--- src/rtl/core/bracket_balance_checker_top_defines.svh ---
// Assertion macros for the bracket balance checker.
// Used by bracket_balance_checker_top only; no other dependencies.
`ifndef BRACKET_BALANCE_CHECKER_TOP_DEFINES_SVH
`define BRACKET_BALANCE_CHECKER_TOP_DEFINES_SVH

// Property checked on every clock edge outside reset.
`define BBC_ASSERT_CLK(lbl, prop, msg) \
   lbl: assert property (@(posedge clock) disable iff (reset) prop) else $error(msg);

// Property checked on every clock edge, reset included.
`define BBC_ASSERT_ANY(lbl, prop, msg) \
   lbl: assert property (@(posedge clock) prop) else $error(msg);

`endif

--- src/rtl/core/bbc_pkg.sv ---
// Shared types and constants for the bracket balance checker.
// No dependencies; imported by every module of the block but bbc_ram.
package bbc_pkg;

   // input opcodes
   localparam logic OP_CHAR = 1'b0;
   localparam logic OP_EOL  = 1'b1;

   // result status codes
   localparam logic [2:0] ST_OK        = 3'd0;
   localparam logic [2:0] ST_UNMATCHED = 3'd1;
   localparam logic [2:0] ST_WRONG     = 3'd2;
   localparam logic [2:0] ST_UNCLOSED  = 3'd3;
   localparam logic [2:0] ST_OVERFLOW  = 3'd4;

   // bracket type codes held on the stack
   localparam logic [1:0] BR_NONE   = 2'd0;
   localparam logic [1:0] BR_ROUND  = 2'd1;
   localparam logic [1:0] BR_SQUARE = 2'd2;
   localparam logic [1:0] BR_CURLY  = 2'd3;

   // character codes
   localparam logic [7:0] CH_COLON    = 8'h3A;
   localparam logic [7:0] CH_RND_OPEN = 8'h28;
   localparam logic [7:0] CH_SQR_OPEN = 8'h5B;
   localparam logic [7:0] CH_CRL_OPEN = 8'h7B;
   localparam logic [7:0] CH_RND_CLS  = 8'h29;
   localparam logic [7:0] CH_SQR_CLS  = 8'h5D;
   localparam logic [7:0] CH_CRL_CLS  = 8'h7D;

   // operation handed from front to back
   typedef enum logic [1:0] {
      KIND_NOP  = 2'd0,
      KIND_PUSH = 2'd1,
      KIND_POP  = 2'd2,
      KIND_EOL  = 2'd3
   } kind_type;

   typedef struct packed {
      kind_type   kind;
      logic [1:0] btype;
   } item_type;

   // queue status seen by front and top
   typedef struct packed {
      logic full;
      logic empty;
   } qstat_type;

   function automatic logic [1:0] open_type(input logic [7:0] c);
      logic [1:0] t;
      t = BR_NONE;
      if (c == CH_RND_OPEN) t = BR_ROUND;
      if (c == CH_SQR_OPEN) t = BR_SQUARE;
      if (c == CH_CRL_OPEN) t = BR_CURLY;
      return t;
   endfunction

   function automatic logic [1:0] close_type(input logic [7:0] c);
      logic [1:0] t;
      t = BR_NONE;
      if (c == CH_RND_CLS) t = BR_ROUND;
      if (c == CH_SQR_CLS) t = BR_SQUARE;
      if (c == CH_CRL_CLS) t = BR_CURLY;
      return t;
   endfunction

endpackage

--- src/rtl/core/bbc_ram.sv ---
// Generic single-write, single-read RAM with registered read data.
// Depends on nothing; holds the lower stack entries.
module bbc_ram #(
   parameter int WIDTH = 2,
   parameter int DEPTH = 32,
   localparam int AddrW = (DEPTH > 1) ? $clog2(DEPTH) : 1
) (
   input  logic             clock,
   input  logic             wr_en,
   input  logic [AddrW-1:0] wr_addr,
   input  logic [WIDTH-1:0] wr_data,
   input  logic [AddrW-1:0] rd_addr,
   output logic [WIDTH-1:0] rd_data
);

   logic [WIDTH-1:0] mem [DEPTH];
   logic [WIDTH-1:0] rd_data_ff;

   always_ff @(posedge clock) begin
      if (wr_en) begin
         mem[wr_addr] <= wr_data;
      end
      rd_data_ff <= mem[rd_addr];
   end

   assign rd_data = rd_data_ff;

endmodule

--- src/rtl/core/bbc_front.sv ---
// Front end: takes input beats, resolves the colon escape, classifies bytes.
// Depends on bbc_pkg; feeds bbc_queue.
module bbc_front
   import bbc_pkg::*;
(
   input  logic      clock,
   input  logic      reset,
   input  logic      req_valid,
   output logic      req_ready,
   input  logic      req_opcode,
   input  logic [7:0] req_char_code,
   input  qstat_type q_stat,
   output logic      q_push,
   output item_type  q_item
);

   logic       colon_ff, colon_in;
   logic [1:0] otype, ctype;

   assign req_ready = !q_stat.full;
   assign q_push    = req_valid && req_ready;
   assign otype     = open_type(req_char_code);
   assign ctype     = close_type(req_char_code);

   // classify the byte and work out the escape flag
   always_comb begin
      q_item.btype = BR_NONE;
      q_item.kind  = KIND_NOP;
      colon_in     = colon_ff;
      if (q_push) begin
         if (req_opcode == OP_EOL) begin
            q_item.kind = KIND_EOL;
            colon_in    = 1'b0;
         end else if (colon_ff && (otype != BR_NONE || ctype != BR_NONE)) begin
            // escaped bracket: plain character
            colon_in = 1'b0;
         end else begin
            colon_in = (req_char_code == CH_COLON);
            if (otype != BR_NONE) begin
               q_item.kind  = KIND_PUSH;
               q_item.btype = otype;
            end else if (ctype != BR_NONE) begin
               q_item.kind  = KIND_POP;
               q_item.btype = ctype;
            end
         end
      end
   end

   always_ff @(posedge clock) begin
      if (reset) begin
         colon_ff <= 1'b0;
      end else begin
         colon_ff <= colon_in;
      end
   end

endmodule

--- src/rtl/core/bbc_queue.sv ---
// Two-entry queue of classified operations between front and back.
// Depends on bbc_pkg.
module bbc_queue
   import bbc_pkg::*;
(
   input  logic      clock,
   input  logic      reset,
   input  logic      push,
   input  item_type  push_item,
   input  logic      pop,
   output item_type  head,
   output qstat_type stat
);

   item_type   slot_ff [2];
   logic       wr_ptr_ff, wr_ptr_in;
   logic       rd_ptr_ff, rd_ptr_in;
   logic [1:0] count_ff, count_in;

   assign head       = slot_ff[rd_ptr_ff];
   assign stat.full  = (count_ff == 2'd2);
   assign stat.empty = (count_ff == 2'd0);

   // pointer and fill count update
   always_comb begin
      wr_ptr_in = push ? !wr_ptr_ff : wr_ptr_ff;
      rd_ptr_in = pop ? !rd_ptr_ff : rd_ptr_ff;
      count_in  = count_ff;
      if (push && !pop) count_in = count_ff + 2'd1;
      if (pop && !push) count_in = count_ff - 2'd1;
   end

   always_ff @(posedge clock) begin
      if (reset) begin
         wr_ptr_ff <= 1'b0;
         rd_ptr_ff <= 1'b0;
         count_ff  <= 2'd0;
      end else begin
         wr_ptr_ff <= wr_ptr_in;
         rd_ptr_ff <= rd_ptr_in;
         count_ff  <= count_in;
      end
   end

   // payload slots, no reset
   always_ff @(posedge clock) begin
      if (push) begin
         slot_ff[wr_ptr_ff] <= push_item;
      end
   end

endmodule

--- src/rtl/core/bbc_back.sv ---
// Back end: stack push/pop, first-error tracking and the status output register.
// Depends on bbc_pkg and bbc_ram; consumes bbc_queue.
module bbc_back
   import bbc_pkg::*;
#(
   parameter int STACK_DEPTH = 32
) (
   input  logic       clock,
   input  logic       reset,
   input  item_type   head,
   input  qstat_type  q_stat,
   output logic       q_pop,
   output logic       rsp_valid,
   input  logic       rsp_ready,
   output logic [2:0] rsp_status
);

   localparam int DepthW = $clog2(STACK_DEPTH + 1);
   localparam int AddrW  = (STACK_DEPTH > 1) ? $clog2(STACK_DEPTH) : 1;

   logic [DepthW-1:0] depth_ff, depth_in;
   logic [2:0]        err_ff, err_in;
   logic [1:0]        top_ff, top_in;
   logic              byp_ff, byp_in;
   logic [1:0]        byp_data_ff, byp_data_in;
   logic              rsp_valid_ff, rsp_valid_in;
   logic [2:0]        rsp_status_ff, rsp_status_in;

   logic              wr_en;
   logic [DepthW-1:0] wr_idx, rd_idx;
   logic [1:0]        rd_data, second;
   logic              out_free;

   // top of stack lives in top_ff; the entry below comes from RAM or the bypass
   assign second   = byp_ff ? byp_data_ff : rd_data;
   assign out_free = !rsp_valid_ff || rsp_ready;
   assign q_pop    = !q_stat.empty && (head.kind != KIND_EOL || out_free);
   assign wr_idx   = depth_ff - DepthW'(1);
   assign rd_idx   = depth_in - DepthW'(2);

   // stack and error update for the head operation
   always_comb begin
      depth_in      = depth_ff;
      err_in        = err_ff;
      top_in        = top_ff;
      byp_in        = byp_ff;
      byp_data_in   = byp_data_ff;
      wr_en         = 1'b0;
      rsp_status_in = rsp_status_ff;
      rsp_valid_in  = rsp_ready ? 1'b0 : rsp_valid_ff;
      if (q_pop) begin
         unique case (head.kind)
            KIND_PUSH: begin
               if (depth_ff < DepthW'(STACK_DEPTH)) begin
                  wr_en       = (depth_ff != '0);
                  top_in      = head.btype;
                  depth_in    = depth_ff + DepthW'(1);
                  byp_in      = 1'b1;
                  byp_data_in = top_ff;
               end else if (err_ff == ST_OK) begin
                  err_in = ST_OVERFLOW;
               end
            end
            KIND_POP: begin
               if (depth_ff == '0) begin
                  if (err_ff == ST_OK) err_in = ST_UNMATCHED;
               end else if (top_ff == head.btype) begin
                  depth_in = depth_ff - DepthW'(1);
                  top_in   = second;
                  byp_in   = 1'b0;
               end else if (err_ff == ST_OK) begin
                  err_in = ST_WRONG;
               end
            end
            KIND_EOL: begin
               rsp_valid_in = 1'b1;
               if (err_ff != ST_OK) begin
                  rsp_status_in = err_ff;
               end else if (depth_ff != '0) begin
                  rsp_status_in = ST_UNCLOSED;
               end else begin
                  rsp_status_in = ST_OK;
               end
               depth_in = '0;
               err_in   = ST_OK;
               byp_in   = 1'b0;
            end
            KIND_NOP: begin
            end
            default: begin
            end
         endcase
      end
   end

   always_ff @(posedge clock) begin
      if (reset) begin
         depth_ff     <= '0;
         err_ff       <= ST_OK;
         byp_ff       <= 1'b0;
         rsp_valid_ff <= 1'b0;
      end else begin
         depth_ff     <= depth_in;
         err_ff       <= err_in;
         byp_ff       <= byp_in;
         rsp_valid_ff <= rsp_valid_in;
      end
   end

   // payload registers
   always_ff @(posedge clock) begin
      top_ff        <= top_in;
      byp_data_ff   <= byp_data_in;
      rsp_status_ff <= rsp_status_in;
   end

   bbc_ram #(
      .WIDTH(2),
      .DEPTH(STACK_DEPTH)
   ) u_stack_ram (
      .clock  (clock),
      .wr_en  (wr_en),
      .wr_addr(wr_idx[AddrW-1:0]),
      .wr_data(top_ff),
      .rd_addr(rd_idx[AddrW-1:0]),
      .rd_data(rd_data)
   );

   assign rsp_valid  = rsp_valid_ff;
   assign rsp_status = rsp_status_ff;

endmodule

--- src/rtl/core/bracket_balance_checker_top.sv ---
// Bracket balance checker: one byte per beat, one status beat per line end.
// Takes one input beat every cycle, stalls only when the result register is held
// and a line end is waiting; a line's status passes through the queue and the result
// register after its end-of-line beat is taken. The front resolves colon escapes and
// classifies bytes into a two-entry queue; the back keeps the top of the stack in a
// register and the rest in a RAM with registered read, so a push or pop never waits
// on the RAM read. The stack RAM needs no clearing after reset. Status: 0 ok,
// 1 unmatched close, 2 wrong type, 3 unclosed open, 4 stack overflow.
// Depends on bbc_pkg, bbc_front, bbc_queue, bbc_back, bbc_ram and the defines header.
`include "bracket_balance_checker_top_defines.svh"

module bracket_balance_checker_top
   import bbc_pkg::*;
#(
   parameter int STACK_DEPTH = 32
) (
   input  logic       clock,
   input  logic       reset,
   input  logic       req_valid,
   output logic       req_ready,
   input  logic       req_opcode,
   input  logic [7:0] req_char_code,
   output logic       rsp_valid,
   input  logic       rsp_ready,
   output logic [2:0] rsp_status
);

   qstat_type q_stat;
   item_type  q_item, q_head;
   logic      q_push, q_pop;

   bbc_front u_front (
      .clock        (clock),
      .reset        (reset),
      .req_valid    (req_valid),
      .req_ready    (req_ready),
      .req_opcode   (req_opcode),
      .req_char_code(req_char_code),
      .q_stat       (q_stat),
      .q_push       (q_push),
      .q_item       (q_item)
   );

   bbc_queue u_queue (
      .clock    (clock),
      .reset    (reset),
      .push     (q_push),
      .push_item(q_item),
      .pop      (q_pop),
      .head     (q_head),
      .stat     (q_stat)
   );

   bbc_back #(
      .STACK_DEPTH(STACK_DEPTH)
   ) u_back (
      .clock     (clock),
      .reset     (reset),
      .head      (q_head),
      .q_stat    (q_stat),
      .q_pop     (q_pop),
      .rsp_valid (rsp_valid),
      .rsp_ready (rsp_ready),
      .rsp_status(rsp_status)
   );

   // checks
   `BBC_ASSERT_ANY(a_no_rsp_after_reset, reset |=> !rsp_valid, "result beat right after reset")
   `BBC_ASSERT_CLK(a_status_legal, rsp_valid |-> (rsp_status <= ST_OVERFLOW), "illegal status code")
   `BBC_ASSERT_CLK(a_queue_flags, !(q_stat.full && q_stat.empty), "queue both full and empty")
   `BBC_ASSERT_CLK(a_no_pop_empty, q_stat.empty |-> !q_pop, "queue popped while empty")

endmodule
--- config.mk ---
export PLATFORM = sky130hd
export DESIGN_NAME = bracket_balance_checker_top
export DESIGN_NICKNAME = d
export VERILOG_FILES = /design/src/rtl/core/bbc_pkg.sv /design/src/rtl/core/bbc_ram.sv /design/src/rtl/core/bbc_front.sv /design/src/rtl/core/bbc_queue.sv /design/src/rtl/core/bbc_back.sv /design/src/rtl/core/bracket_balance_checker_top.sv
export VERILOG_INCLUDE_DIRS = /design/src /design/src/rtl/core
export SDC_FILE = /design/constraint.sdc
export NUM_CORES = 1
export LEC_CHECK = 0
export BUFFER_PORTS_ARGS = -buffer_cell sky130_fd_sc_hd__buf_2
export CAP_MARGIN = 40
export CORE_ASPECT_RATIO = 1.2
export CORE_MARGIN = 2
export CORE_UTILIZATION = 55
export DETAILED_ROUTE_END_ITERATION = 7
export HOLD_SLACK_MARGIN = 0.02
export PLACE_DENSITY = 0.77
export SYNTH_ARGS = -nofsm -noshare
export SYNTH_HDL_FRONTEND = slang
export SYNTH_SLANG_ARGS = --single-unit
--- constraint.sdc ---
create_clock -name clock -period 6.4 [get_ports clock]
set_input_delay 0.64 -clock clock [delete_from_list [all_inputs] [get_ports clock]]
set_output_delay 0.64 -clock clock [all_outputs]
set_load 0.01 [all_outputs]
==> metrics.md, run 1 <==
| Metric | Value |
|---|---|
| Die area | `9770 um^2` |
| Io pins | `18` |
| Max-cap viol count | `0` |
| Worst Path Required | `6.71 ns` |
| Total wire length | `10,100 um` |
| Pleak | `~0.0019 uW` |
| Drt first-iter violations | `about 320` |
| CP endpoint kind | `flip-flop` |
| Vias in the first global route | `roughly 3,200` |
| Crit Path Max Fanout | `12` |
| Setup tns final | `0 ns` |
| Nets | `442` |
| Synth Area per Inst | `12.2 um^2` |
| Mux contribution to synthesized area | `10.6%` |
| Status | `finished, final reports clean` |
| Via-per-instance ratio | `5.85` |
| Ys flop type | `edfxtp_1` |
| # setup viols final | `0` |
| Power Dens Cells | `approximately 320 nW/um^2` |
| Asr flop ratio synth | `0%` |
| DRC errors left | `0` |
| Inst Count DP | `527` |
| CTS tree | `done` |
| Hold Vio Cnt, Final | `0` |
| Worst vdd ir | `0.276 mV` |
| Setup crit start kind | `flip-flop` |
| Complex-gate fraction of the synthesized area | `10.9%` |
| Detailed Place HPWL | `7420 um` |
| Layout cells sized above 1 | `between 10% and 20%` |
| N_diodes | `0` |
| Yosys warns | `0` |
| Synth Area in XOR/XNOR | `2.81%` |
| Synth Area in Adders | `2.02%` |
| Clk buf depth | `2` |
| Slew Limit Fails | `0` |
| Largest net degree at the start of global routing | `33` |
| Fin crit share | `a little under two thirds` |
| Placer Congestion | `0.917` |
| Post-CTS resize count | `0` |
| Top-area cell type share of the netlist area | `between 40% and 50%` |
| Routed Antenna Nets | `0` |
| Flops & latches, synth | `98` |
| Finished Layout Cells | `543` |
| # hold bufs at CTS | `0` |
| Largest family of logic cells by synthesized area | `simple AND/OR/NAND/NOR gates` |
| Post-synth EDFFs | `79` |
| Post-CTS setup buffers | `0` |
| Share of synthesized cell area in and, or, nand and nor gates | `15.0%` |
| Final instance area | `5340 um^2` |
| First drt pass iteration count | `4` |
| CTS sink count | `between 90 and 100` |
| Initial antenna violation count | `0` |
| DR WL/cell | `approximately 19 um` |
| Fmax | `245 MHz` |
| Placed cell area | `5100 um^2` |
| Vias post-DR | `3,174` |
| Ranking of synthesized cells by area | `edfxtp_1, dfxtp_1, nor2_1` |
| Syn nets | `425` |
| Core box area | `between 8000 and 9000 um^2` |
| Global route overflow | `0` |
| Port buffer count | `17` |
| Starting density of the core | `57.1%` |
| Worst Clk Skew | `0.0133 ns` |
| Crit path kind | `reg2reg` |
| Fill cells | `710` |
| Clock Tree Root | `clkbuf_8` |
| DIE WIDTH | `90.5 um` |
| Row count | `37` |
| First-pass GRT wire length | `approximately 16,000 um` |
| WP data arrival | `about 4.4 ns` |
| Area Growth Syn to Fin | `8.00%` |
| Total Routing Usage GR | `22.6%` |
| Seq/Total Area, Yosys | `approximately 56%` |
| Clk slew on worst S/H paths | `approximately 0.10 ns` |
| Clk_lat worst skew | `0.38 ns` |
| RSZ-0062 raised after global routing | `no` |
| Clock buffer count from CTS | `9` |
| H-tree levels | `3` |
| Die Y | `108 um` |
| Area leader, netlist | `edfxtp_1` |
| Post-synth top cells | `edfxtp_1, nor2_1, mux2i_1` |
| Worst slew pin tran | `0.703 ns` |
| Min-Delay Path Class | `reg2reg` |
| Mapped Area | `4940 um^2` |
| Fin crit period | `about 4 ns` |
| Worst slew margin | `52.7%` |
| Yosys cell types | `73` |
| Most frequent cell after synthesis | `edfxtp_1` |
| Post-Synthesis Cells | `404` |
-- through the flow --
stage	power, uW	utilization [%]	hold slack, ns	setup WS, ns
3_3_place_gp	1220	58.8	0.452	2.53
6_report	1690	61.7	0.476	2.33
4_1_cts	1700	61.7	0.480	2.38
3_5_place_dp	1240	59.0	0.468	2.39
2_1_floorplan	1150	-	0.446	2.92
5_1_grt	1770	61.7	0.505	2.03
-- cell families (layout without fill, tap and decap cells) --
logic type                 after synthesis  after routing
AOI/OAI and AO/OA                       71             71
xor gates and xnor gates                12             12
adders and majority gates                8              8
buffers and inverters                   28             50
DFF                                     98             98
muxes                                   38             38
and+or+nand+nor                        149            149
-- worst max-delay path: stages, from the launching register on --
cell       delay (ns)
dfxtp_1          0.57
inv_1            0.22
ha_1             0.30
nand2b_1         0.24
o22a_1           0.25
nand3_2          0.20
mux2_4           0.34
o2bb2ai_4        0.24
inv_2            0.18
ha_1             0.38
clkinv_1         0.28
mux4_1           0.31
mux2i_1          0.08
mux2_2           0.29
o2bb2ai_2        0.14
-- area by class of cell --
type | instances | area (um^2) | share of cell area [%]
Clock buffer | 12 | 135 | 2.53
Clock inverter | 4 | 98.8 | 1.85
Inverter | 15 | 56.3 | 1.05
Multi-Input combinational cell | 278 | 2040 | 38.2
Sequential cell | 98 | 2750 | 51.6
Tap cell | 117 | 146 | 2.74
Timing Repair Buffer | 19 | 108 | 2.02
-- layer usage --
layer | vias up | wire length [um] | global-route usage, %
met5 | - | 0 | 0
met2 | 84 | 5080 | 38.2
met3 | 25 | 508 | 4.41
li1 | 1543 | - | -
met1 | 1522 | 4100 | 27.0
met4 | 0 | 379 | 12.7
-- power by group --
group | leakage [uW] | internal (uW) | switching, uW | total (uW)
logic | 0.000917 | 173 | 261 | 434
clock network | 0.000115 | 262 | 209 | 471
registers | 0.000872 | 744 | 43.7 | 788
total | 0.00190 | 1180 | 514 | 1690
-- state kept, by name, summed over array words and instances (netlist names), 3 cells and up, named ones only --
register                count
u_back.depth_ff             6
u_back.err_ff               3
u_back.rsp_status           3
u_back.u_stack_ram.mem     64
u_queue.slot_ff             8
-- cell usage in the layout (no fill, tap or decap), types with 3 or more instances in the layout --
cell / Yosys / routed
buf_2: 1 / 17
o21ai_0: 4 / 4
inv_1: 13 / 13
a21oi_1: 23 / 23
bufinv_16: 0 / 3
nand3b_1: 3 / 3
ha_1: 8 / 8
and2_1: 5 / 5
dfxtp_1: 19 / 19
mux4_2: 5 / 5
nor2b_1: 7 / 7
a211oi_1: 8 / 8
nor2_1: 71 / 71
nor3_1: 8 / 8
nand2b_1: 4 / 4
mux4_1: 3 / 3
o31ai_1: 6 / 6
xnor2_1: 5 / 5
xor2_1: 4 / 4
clkbuf_8: 0 / 9
or3_1: 3 / 3
nand3_1: 8 / 8
mux2i_1: 24 / 24
clkbuf_1: 7 / 3
nand2_1: 21 / 21
edfxtp_1: 79 / 79
-- worst paths after layout --
check	start	depth (start not counted)	endpoint	slack (ns)
min reg2reg	u_front.colon_ff$_SDFFE_PP0P_	2	u_front.colon_ff$_SDFFE_PP0P_	0.48
max reg2reg	u_back.depth_ff[0]$_SDFF_PP0_	14	u_back.u_stack_ram.rd_data[1]$_DFF_P_	2.33
max	u_back.depth_ff[0]$_SDFF_PP0_	14	u_back.u_stack_ram.rd_data[1]$_DFF_P_	2.33
min	u_front.colon_ff$_SDFFE_PP0P_	2	u_front.colon_ff$_SDFFE_PP0P_	0.48
Note: power is estimated with default switching activity, not from simulation.
==> run 2: changes to the inputs <==
- clock period: 6.4 -> 4 ns (I/O delays scaled with it)
==> metrics.md, run 2 (synthesis results as in run 1) <==
| Metric | Value |
|---|---|
| Clk_lat worst skew | `0.37 ns (about the same)` |
| CP delay by family, top | `multiplexers` |
| Critical path buffer and inverter count | `3 (unchanged)` |
| Hold Vio Cnt, Final | `0 (unchanged)` |
| Routed Antenna Nets | `0 (unchanged)` |
| Fin crit period | `3.68 ns (-0.398 ns)` |
| Crit Path Max Fanout | `9 (-3)` |
| Drt first-iter violations | `212 (-33%)` |
| Layout cells sized above 1 | `15.7% (+2.1 points)` |
| Worst slew margin | `46.3% (-6.4 points)` |
| Starting density of the core | `57.1% (unchanged)` |
| Pwr Total | `2650 uW (+57%)` |
| First drt pass iteration count | `5 (+1)` |
| Levels on crit path | `14 (unchanged)` |
| Clock Tree Root | `clkbuf_8` |
| P_sw | `846 uW (+65%)` |
| Initial antenna violation count | `0 (unchanged)` |
| Status | `finished, final reports clean` |
| WP data arrival | `3.95 ns (-0.43 ns)` |
| RSZ-0062 raised after global routing | `no` |
| Largest reg by FF count | `u_back.u_stack_ram.mem` |
| Nets | `449 (+1.6%)` |
| Min-Delay Path Class | `in2reg` |
| Min-delay src | `rsp_ready` |
| Placer Congestion | `0.886 (-3.3%)` |
| Max-cap viol count | `0 (unchanged)` |
| Placed cell area | `5160 um^2 (+1.1%)` |
| Worst Hold Slack | `0.318 ns (-0.158 ns)` |
| Worst vdd ir | `0.402 mV (+46%)` |
| Combinational Power Share | `27.4% (+1.8 points)` |
| Fin crit share | `91.9% (+28 points)` |
| GR met3 Demand/Resource | `2.80% (-1.6 points)` |
| Commonest non-fill, non-tap cell in the layout | `edfxtp_1` |
| Crit-path max cell delay | `0.56 ns (about the same)` |
| Worst Path Required | `4.28 ns (-2.43 ns)` |
| Final core occ | `62.0% (+0.38 points)` |
| Setup crit start kind | `flip-flop` |
| Clk slew on worst S/H paths | `0.10 ns (about the same)` |
| Total wire length | `10,300 um (+2.6%)` |
| Total Routing Usage GR | `22.6% (about the same)` |
| Worst slew pin tran | `0.798 ns (+0.0956 ns)` |
| Setup tns final | `0 ns (unchanged)` |
| # setup viols final | `0 (unchanged)` |
| Vias in the first global route | `3,263 (+2.8%)` |
| GR Layer Usage met1 | `26.4% (-0.64 points)` |
| Power Dens Cells | `493 nW/um^2 (+56%)` |
| Post-CTS resize count | `0 (unchanged)` |
| Int Power | `1800 uW (+53%)` |
| N_diodes | `0 (unchanged)` |
| Row count | `37 (unchanged)` |
| DRC errors left | `0 (unchanged)` |
| Fmax | `272 MHz (+11%)` |
| DR WL/cell | `18.8 um (+1.3%)` |
| DIE WIDTH | `90.5 um (unchanged)` |
| Io pins | `18 (unchanged)` |
| CP endpoint kind | `flip-flop` |
| CTS sink count | `98 (unchanged)` |
| Switching Share | `31.9% (+1.6 points)` |
| Global route overflow | `0 (unchanged)` |
| Most frequent cells in the layout | `edfxtp_1, nor2_1, mux2i_1` |
| Crit-path slowest cell | `dfxtp_1` |
| CP Launch Point | `u_back.depth_ff[1]$_SDFF_PP0_` |
| Area Growth Syn to Fin | `8.66%` |
| Die area | `9770 um^2 (unchanged)` |
| Largest net degree at the start of global routing | `33 (unchanged)` |
| First-pass GRT wire length | `16,600 um (+0.88%)` |
| Post-CTS setup buffers | `0 (unchanged)` |
| Max FFs per register | `64 (unchanged)` |
| Clock Power Share | `25.2% (-2.6 points)` |
| GR peak layer | `met2` |
| Crit path kind | `reg2reg` |
| Slew Limit Fails | `0 (unchanged)` |
| H-tree levels | `3 (unchanged)` |
| R2R depth | `14 (unchanged)` |
| Flop pwr share | `47.3% (+0.7 points)` |
| Vias post-DR | `3,237 (+2.0%)` |
| Core box area | `8660 um^2 (unchanged)` |
| Worst Clk Skew | `0.0102 ns (-0.00316 ns)` |
| Pleak | `0.00193 uW (+1.5%)` |
| Port buffer count | `17 (unchanged)` |
| Hold path cells | `3 (+1)` |
| Worst path cell trace | `inv_1 > ha_1 > nand2b_1 > o22a_1 > nand3_2 > mux2_4 > o2bb2ai_4 > inv_2 > ha_1 > clkinv_1 > mux4_2 > mux2i_1 > mux2i_1 > o21a_1` |
| Via-per-instance ratio | `5.89 (+0.69%)` |
| # hold bufs at CTS | `0 (unchanged)` |
| Top Registers | `u_back.u_stack_ram.mem: 64 flops, u_queue.slot_ff: 8 flops, u_back.depth_ff: 6 flops` |
| RR Startpoint | `u_back.depth_ff[1]$_SDFF_PP0_` |
| CTS tree | `done` |
| Detailed Place HPWL | `7580 um (+2.2%)` |
| Die Y | `108 um (unchanged)` |
| Final instance area | `5370 um^2 (+0.61%)` |
| Clock buffer count from CTS | `9 (unchanged)` |
| Met2 Usage GRT | `40.0% (+1.8 points)` |
| Clk buf depth | `2 (unchanged)` |
-- run 2: worst reg2reg max path, cell delays in order, from the launching register on --
cell       delay [ns]
dfxtp_1          0.56
inv_1            0.14
ha_1             0.26
nand2b_1         0.16
o22a_1           0.23
nand3_2          0.19
mux2_4           0.34
o2bb2ai_4        0.24
inv_2            0.07
ha_1             0.35
clkinv_1         0.27
mux4_2           0.36
mux2i_1          0.16
mux2i_1          0.09
o21a_1           0.17
-- run 2: power groups by stage --
stage	Clock (uW)	Combinational (uW)	Sequential [uW]
2_1_floorplan	0	568	1270
4_1_cts	681	729	1250
6_report	669	727	1250
3_3_place_gp	0	709	1270
5_1_grt	708	800	1260
3_5_place_dp	0	723	1280
-- run 2: per-stage QoR --
step           std cells  setup WS (ns)
2_1_floorplan        404          0.516
3_3_place_gp         534          0.510
3_5_place_dp         534          0.380
4_1_cts              550          0.326
5_1_grt              550         0.0384
6_report             550          0.324
-- run 2: path summary, 6_finish.rpt --
kind,end,slack (ns)
worst min-delay path,u_back.rsp_valid$_SDFF_PP0_,0.32
worst max-delay path,u_back.u_stack_ram.rd_data[0]$_DFF_P_,0.32
worst min register to register,u_front.colon_ff$_SDFFE_PP0P_,0.49
worst max register to register,u_back.u_stack_ram.rd_data[0]$_DFF_P_,0.32
-- run 2: area by class of cell --
| class | instances | area (um^2) |
|---|---|---|
| clock buffers | 10 | 138 |
| clock inverters | 6 | 71.3 |
| fillers | 711 | 3290 |
| inverters | 15 | 56.3 |
| multi-input cells | 278 | 2040 |
| flip-flops and latches | 98 | 2750 |
| well taps | 117 | 146 |
| repair buffers | 26 | 165 |
-- run 2: per-layer routing --
metal  share of wire (%)  wire [um]
met5                   0          0
met4                 3.5        359
met3                 3.9        405
met2                  52       5370
met1                  41       4200
==> run 3: changes to the inputs <==
- ABC_AREA: unset -> 1
==> metrics.md, run 3 <==
| Metric | Value |
|---|---|
| Largest net degree at the start of global routing | `34 (+3.0%)` |
| Max-cap viol count | `0 (unchanged)` |
| Clock buffer count from CTS | `9 (unchanged)` |
| Vias in the first global route | `3,790 (+16%)` |
| Area Growth Syn to Fin | `7.56%` |
| Commonest non-fill, non-tap cell in the layout | `nand2_1` |
| Min-Delay Path Class | `in2reg` |
| Setup crit start kind | `flip-flop` |
| Clk_lat worst skew | `0.37 ns (about the same)` |
| Flops & latches, synth | `98 (unchanged)` |
| Syn nets | `571 (+34%)` |
| DIE WIDTH | `91.0 um (+0.51%)` |
| Pleak | `0.00223 uW (+15%)` |
| Seq/Total Area, Yosys | `55.1% (-0.59 points)` |
| Post-synth top cells | `nand2_1, nand3_1, inv_1` |
| Most frequent cell after synthesis | `nand2_1` |
| Total wire length | `10,400 um (+0.74%)` |
| Core box area | `8940 um^2 (+3.3%)` |
| Crit Path Max Fanout | `18 (+9)` |
| Area leader, netlist | `edfxtp_1` |
| Routed Antenna Nets | `0 (unchanged)` |
| Port buffer count | `17 (unchanged)` |
| Nets | `589 (+31%)` |
| Setup tns final | `0 ns (unchanged)` |
| Vias post-DR | `3,790 (+17%)` |
| Ys flop type | `edfxtp_1` |
| First-pass GRT wire length | `17,400 um (+4.8%)` |
| N_diodes | `0 (unchanged)` |
| # setup viols final | `0 (unchanged)` |
| Die area | `9870 um^2 (+1.0%)` |
| Complex-gate fraction of the synthesized area | `5.11% (-5.8 points)` |
| Fin crit period | `3.14 ns (-0.541 ns)` |
| Detailed Place HPWL | `7390 um (-2.4%)` |
| Yosys warns | `0 (unchanged)` |
| Max FFs per register | `64 (unchanged)` |
| Die Y | `108 um (+0.51%)` |
| Synth Area in XOR/XNOR | `1.75% (-1.1 points)` |
| Worst Clk Skew | `0.0167 ns (+0.00659 ns)` |
| Largest reg by FF count | `u_back.u_stack_ram.mem` |
| Mux contribution to synthesized area | `0% (-11 points)` |
| Fin crit share | `78.4% (-14 points)` |
| Initial antenna violation count | `0 (unchanged)` |
| Clock Tree Root | `clkbuf_8` |
| Post-Synthesis Cells | `550 (+36%)` |
| RSZ-0062 raised after global routing | `no` |
| Total Routing Usage GR | `22.7% (+0.11 points)` |
| Largest family of logic cells by synthesized area | `simple AND/OR/NAND/NOR gates` |
| Top-area cell type share of the netlist area | `47.5% (-0.50 points)` |
| Placer Congestion | `0.965 (+8.9%)` |
| Ranking of synthesized cells by area | `edfxtp_1, nand3_1, dfxtp_1` |
| Post-CTS resize count | `0 (unchanged)` |
| Area of the multi-input gates | `1820 um^2 (-11%)` |
| Final core occ | `60.1% (-1.9 points)` |
| Post-CTS setup buffers | `0 (unchanged)` |
| Status | `finished, final reports clean` |
| Layout cells sized above 1 | `11.3% (-4.4 points)` |
| Worst slew pin tran | `0.547 ns (-0.251 ns)` |
| Seq. cell area | `2750 um^2 (unchanged)` |
| Synth Area per Inst | `9.08 um^2 (-26%)` |
| Clk slew on worst S/H paths | `0.10 ns (about the same)` |
| Starting density of the core | `55.9% (-1.2 points)` |
| Slew Limit Fails | `0 (unchanged)` |
| DR WL/cell | `15.0 um (-20%)` |
| Asr flop ratio synth | `0% (unchanged)` |
| Row count | `38 (+2.7%)` |
| CTS tree | `done` |
| CTS sink count | `98 (unchanged)` |
| Clk buf depth | `2 (unchanged)` |
| H-tree levels | `3 (unchanged)` |
| Post-synth EDFFs | `79 (unchanged)` |
| Mapped Area | `5000 um^2 (+1.1%)` |
| FF-to-FF setup slack | `0.86 ns (+0.54 ns)` |
| Io pins | `18 (unchanged)` |
| Crit path kind | `reg2reg` |
| Most frequent cells in the layout | `nand2_1, nand3_1, inv_1` |
| DRC errors left | `0 (unchanged)` |
| Worst Path Required | `4.28 ns (about the same)` |
| Drt first-iter violations | `362 (+71%)` |
| Global route overflow | `0 (unchanged)` |
| Hold Vio Cnt, Final | `0 (unchanged)` |
| WP data arrival | `3.42 ns (-0.53 ns)` |
| Synth Area in Adders | `2.00% (-0.021 points)` |
| Yosys cell types | `34 (-53%)` |
| Top Registers | `u_back.u_stack_ram.mem: 64 flops, u_queue.slot_ff: 8 flops, u_back.depth_ff: 6 flops` |
| # hold bufs at CTS | `0 (unchanged)` |
| Share of synthesized cell area in and, or, nand and nor gates | `27.6% (+13 points)` |
| First drt pass iteration count | `5 (unchanged)` |
| CP endpoint kind | `flip-flop` |
| Worst slew margin | `63.1% (+17 points)` |
| Fill cells | `817 (+15%)` |
| Fmax | `319 MHz (+17%)` |
| Worst vdd ir | `0.441 mV (+9.7%)` |
| Via-per-instance ratio | `5.47 (-7.1%)` |
| Power Dens Cells | `744 nW/um^2 (+51%)` |
-- run 3: cell types whose count changed after synthesis, sizes merged, moves of 8 or more --
cell | before | now
nor2 | 71 | 62
nand3 | 9 | 88
nand3b | 3 | 19
mux4 | 8 | 0
inv | 14 | 86
o21ai | 5 | 22
mux2i | 26 | 0
nand2 | 22 | 105
-- run 3: final timing paths --
| path | startpoint | endpoint | depth (start not counted) |
|---|---|---|---|
| max reg2reg | u_back.depth_ff[1]$_SDFF_PP0_ | u_back.u_stack_ram.rd_data[0]$_DFF_P_ | 14 |
| min reg2reg | u_front.colon_ff$_SDFFE_PP0P_ | u_front.colon_ff$_SDFFE_PP0P_ | 2 |
| max | u_back.depth_ff[1]$_SDFF_PP0_ | u_back.u_stack_ram.rd_data[0]$_DFF_P_ | 14 |
| min | reset | u_back.depth_ff[2]$_SDFF_PP0_ | 2 |
-- run 3: metrics by stage --
step | total power [uW] | hold slack (ns) | instances | setup slack [ns] | cell area, um^2
3_3_place_gp | 3270 | 0.436 | 677 | 1.13 | 5170
3_5_place_dp | 3360 | 0.447 | 677 | 0.890 | 5170
2_1_floorplan | 2910 | 0.426 | 550 | 1.29 | 5000
6_report | 4000 | 0.349 | 693 | 0.865 | 5370
5_1_grt | 4300 | 0.349 | 693 | 0.616 | 5370
4_1_cts | 4000 | 0.350 | 693 | 0.873 | 5370
-- run 3: power by group --
group | internal (uW) | total (uW) | switching, uW | leakage [uW]
Clock | 307 | 647 | 340 | 0.000106
Sequential | 1270 | 1370 | 101 | 0.000873
Combinational | 600 | 1980 | 1370 | 0.00125
Total | 2180 | 4000 | 1820 | 0.00223
-- run 3: final cells by class --
type                       instances  share of cell area [%]
timing repair buffer              21                    2.14
clock inverter                     6                    1.23
clock buffer                      10                    2.56
tap                              120                    2.79
multi-input combinational        351                    33.9
sequential                        98                    51.2
inverter                          87                    6.10
-- run 3: cell families (layout without fill, tap and decap cells) --
| group | count (synthesis) | after routing |
|---|---|---|
| and+or+nand+nor | 289 | 289 |
| DFF | 98 | 98 |
| AOI/OAI and AO/OA | 44 | 44 |
| buffers and inverters | 101 | 124 |
| xor gates and xnor gates | 10 | 10 |
| adders and majority gates | 8 | 8 |
-- run 3: routing by layer --
layer  global-route usage, %  share of wire (%)
met1                    25.8                 39
met2                    41.5                 53
met4                    9.96                2.6
met5                       0                  0
met3                    4.39                5.4
-- run 3: critical path: stages (launching register included) --
cell	delay [ns]
dfxtp_1	0.52
inv_1	0.14
ha_1	0.24
nand4_1	0.24
nand3_1	0.11
nand2_1	0.12
nand3_4	0.12
a21oi_4	0.48
ha_1	0.44
inv_1	0.24
nand3_1	0.11
nand3_1	0.10
nand2_1	0.06
nand2_1	0.06
nand2_1	0.05
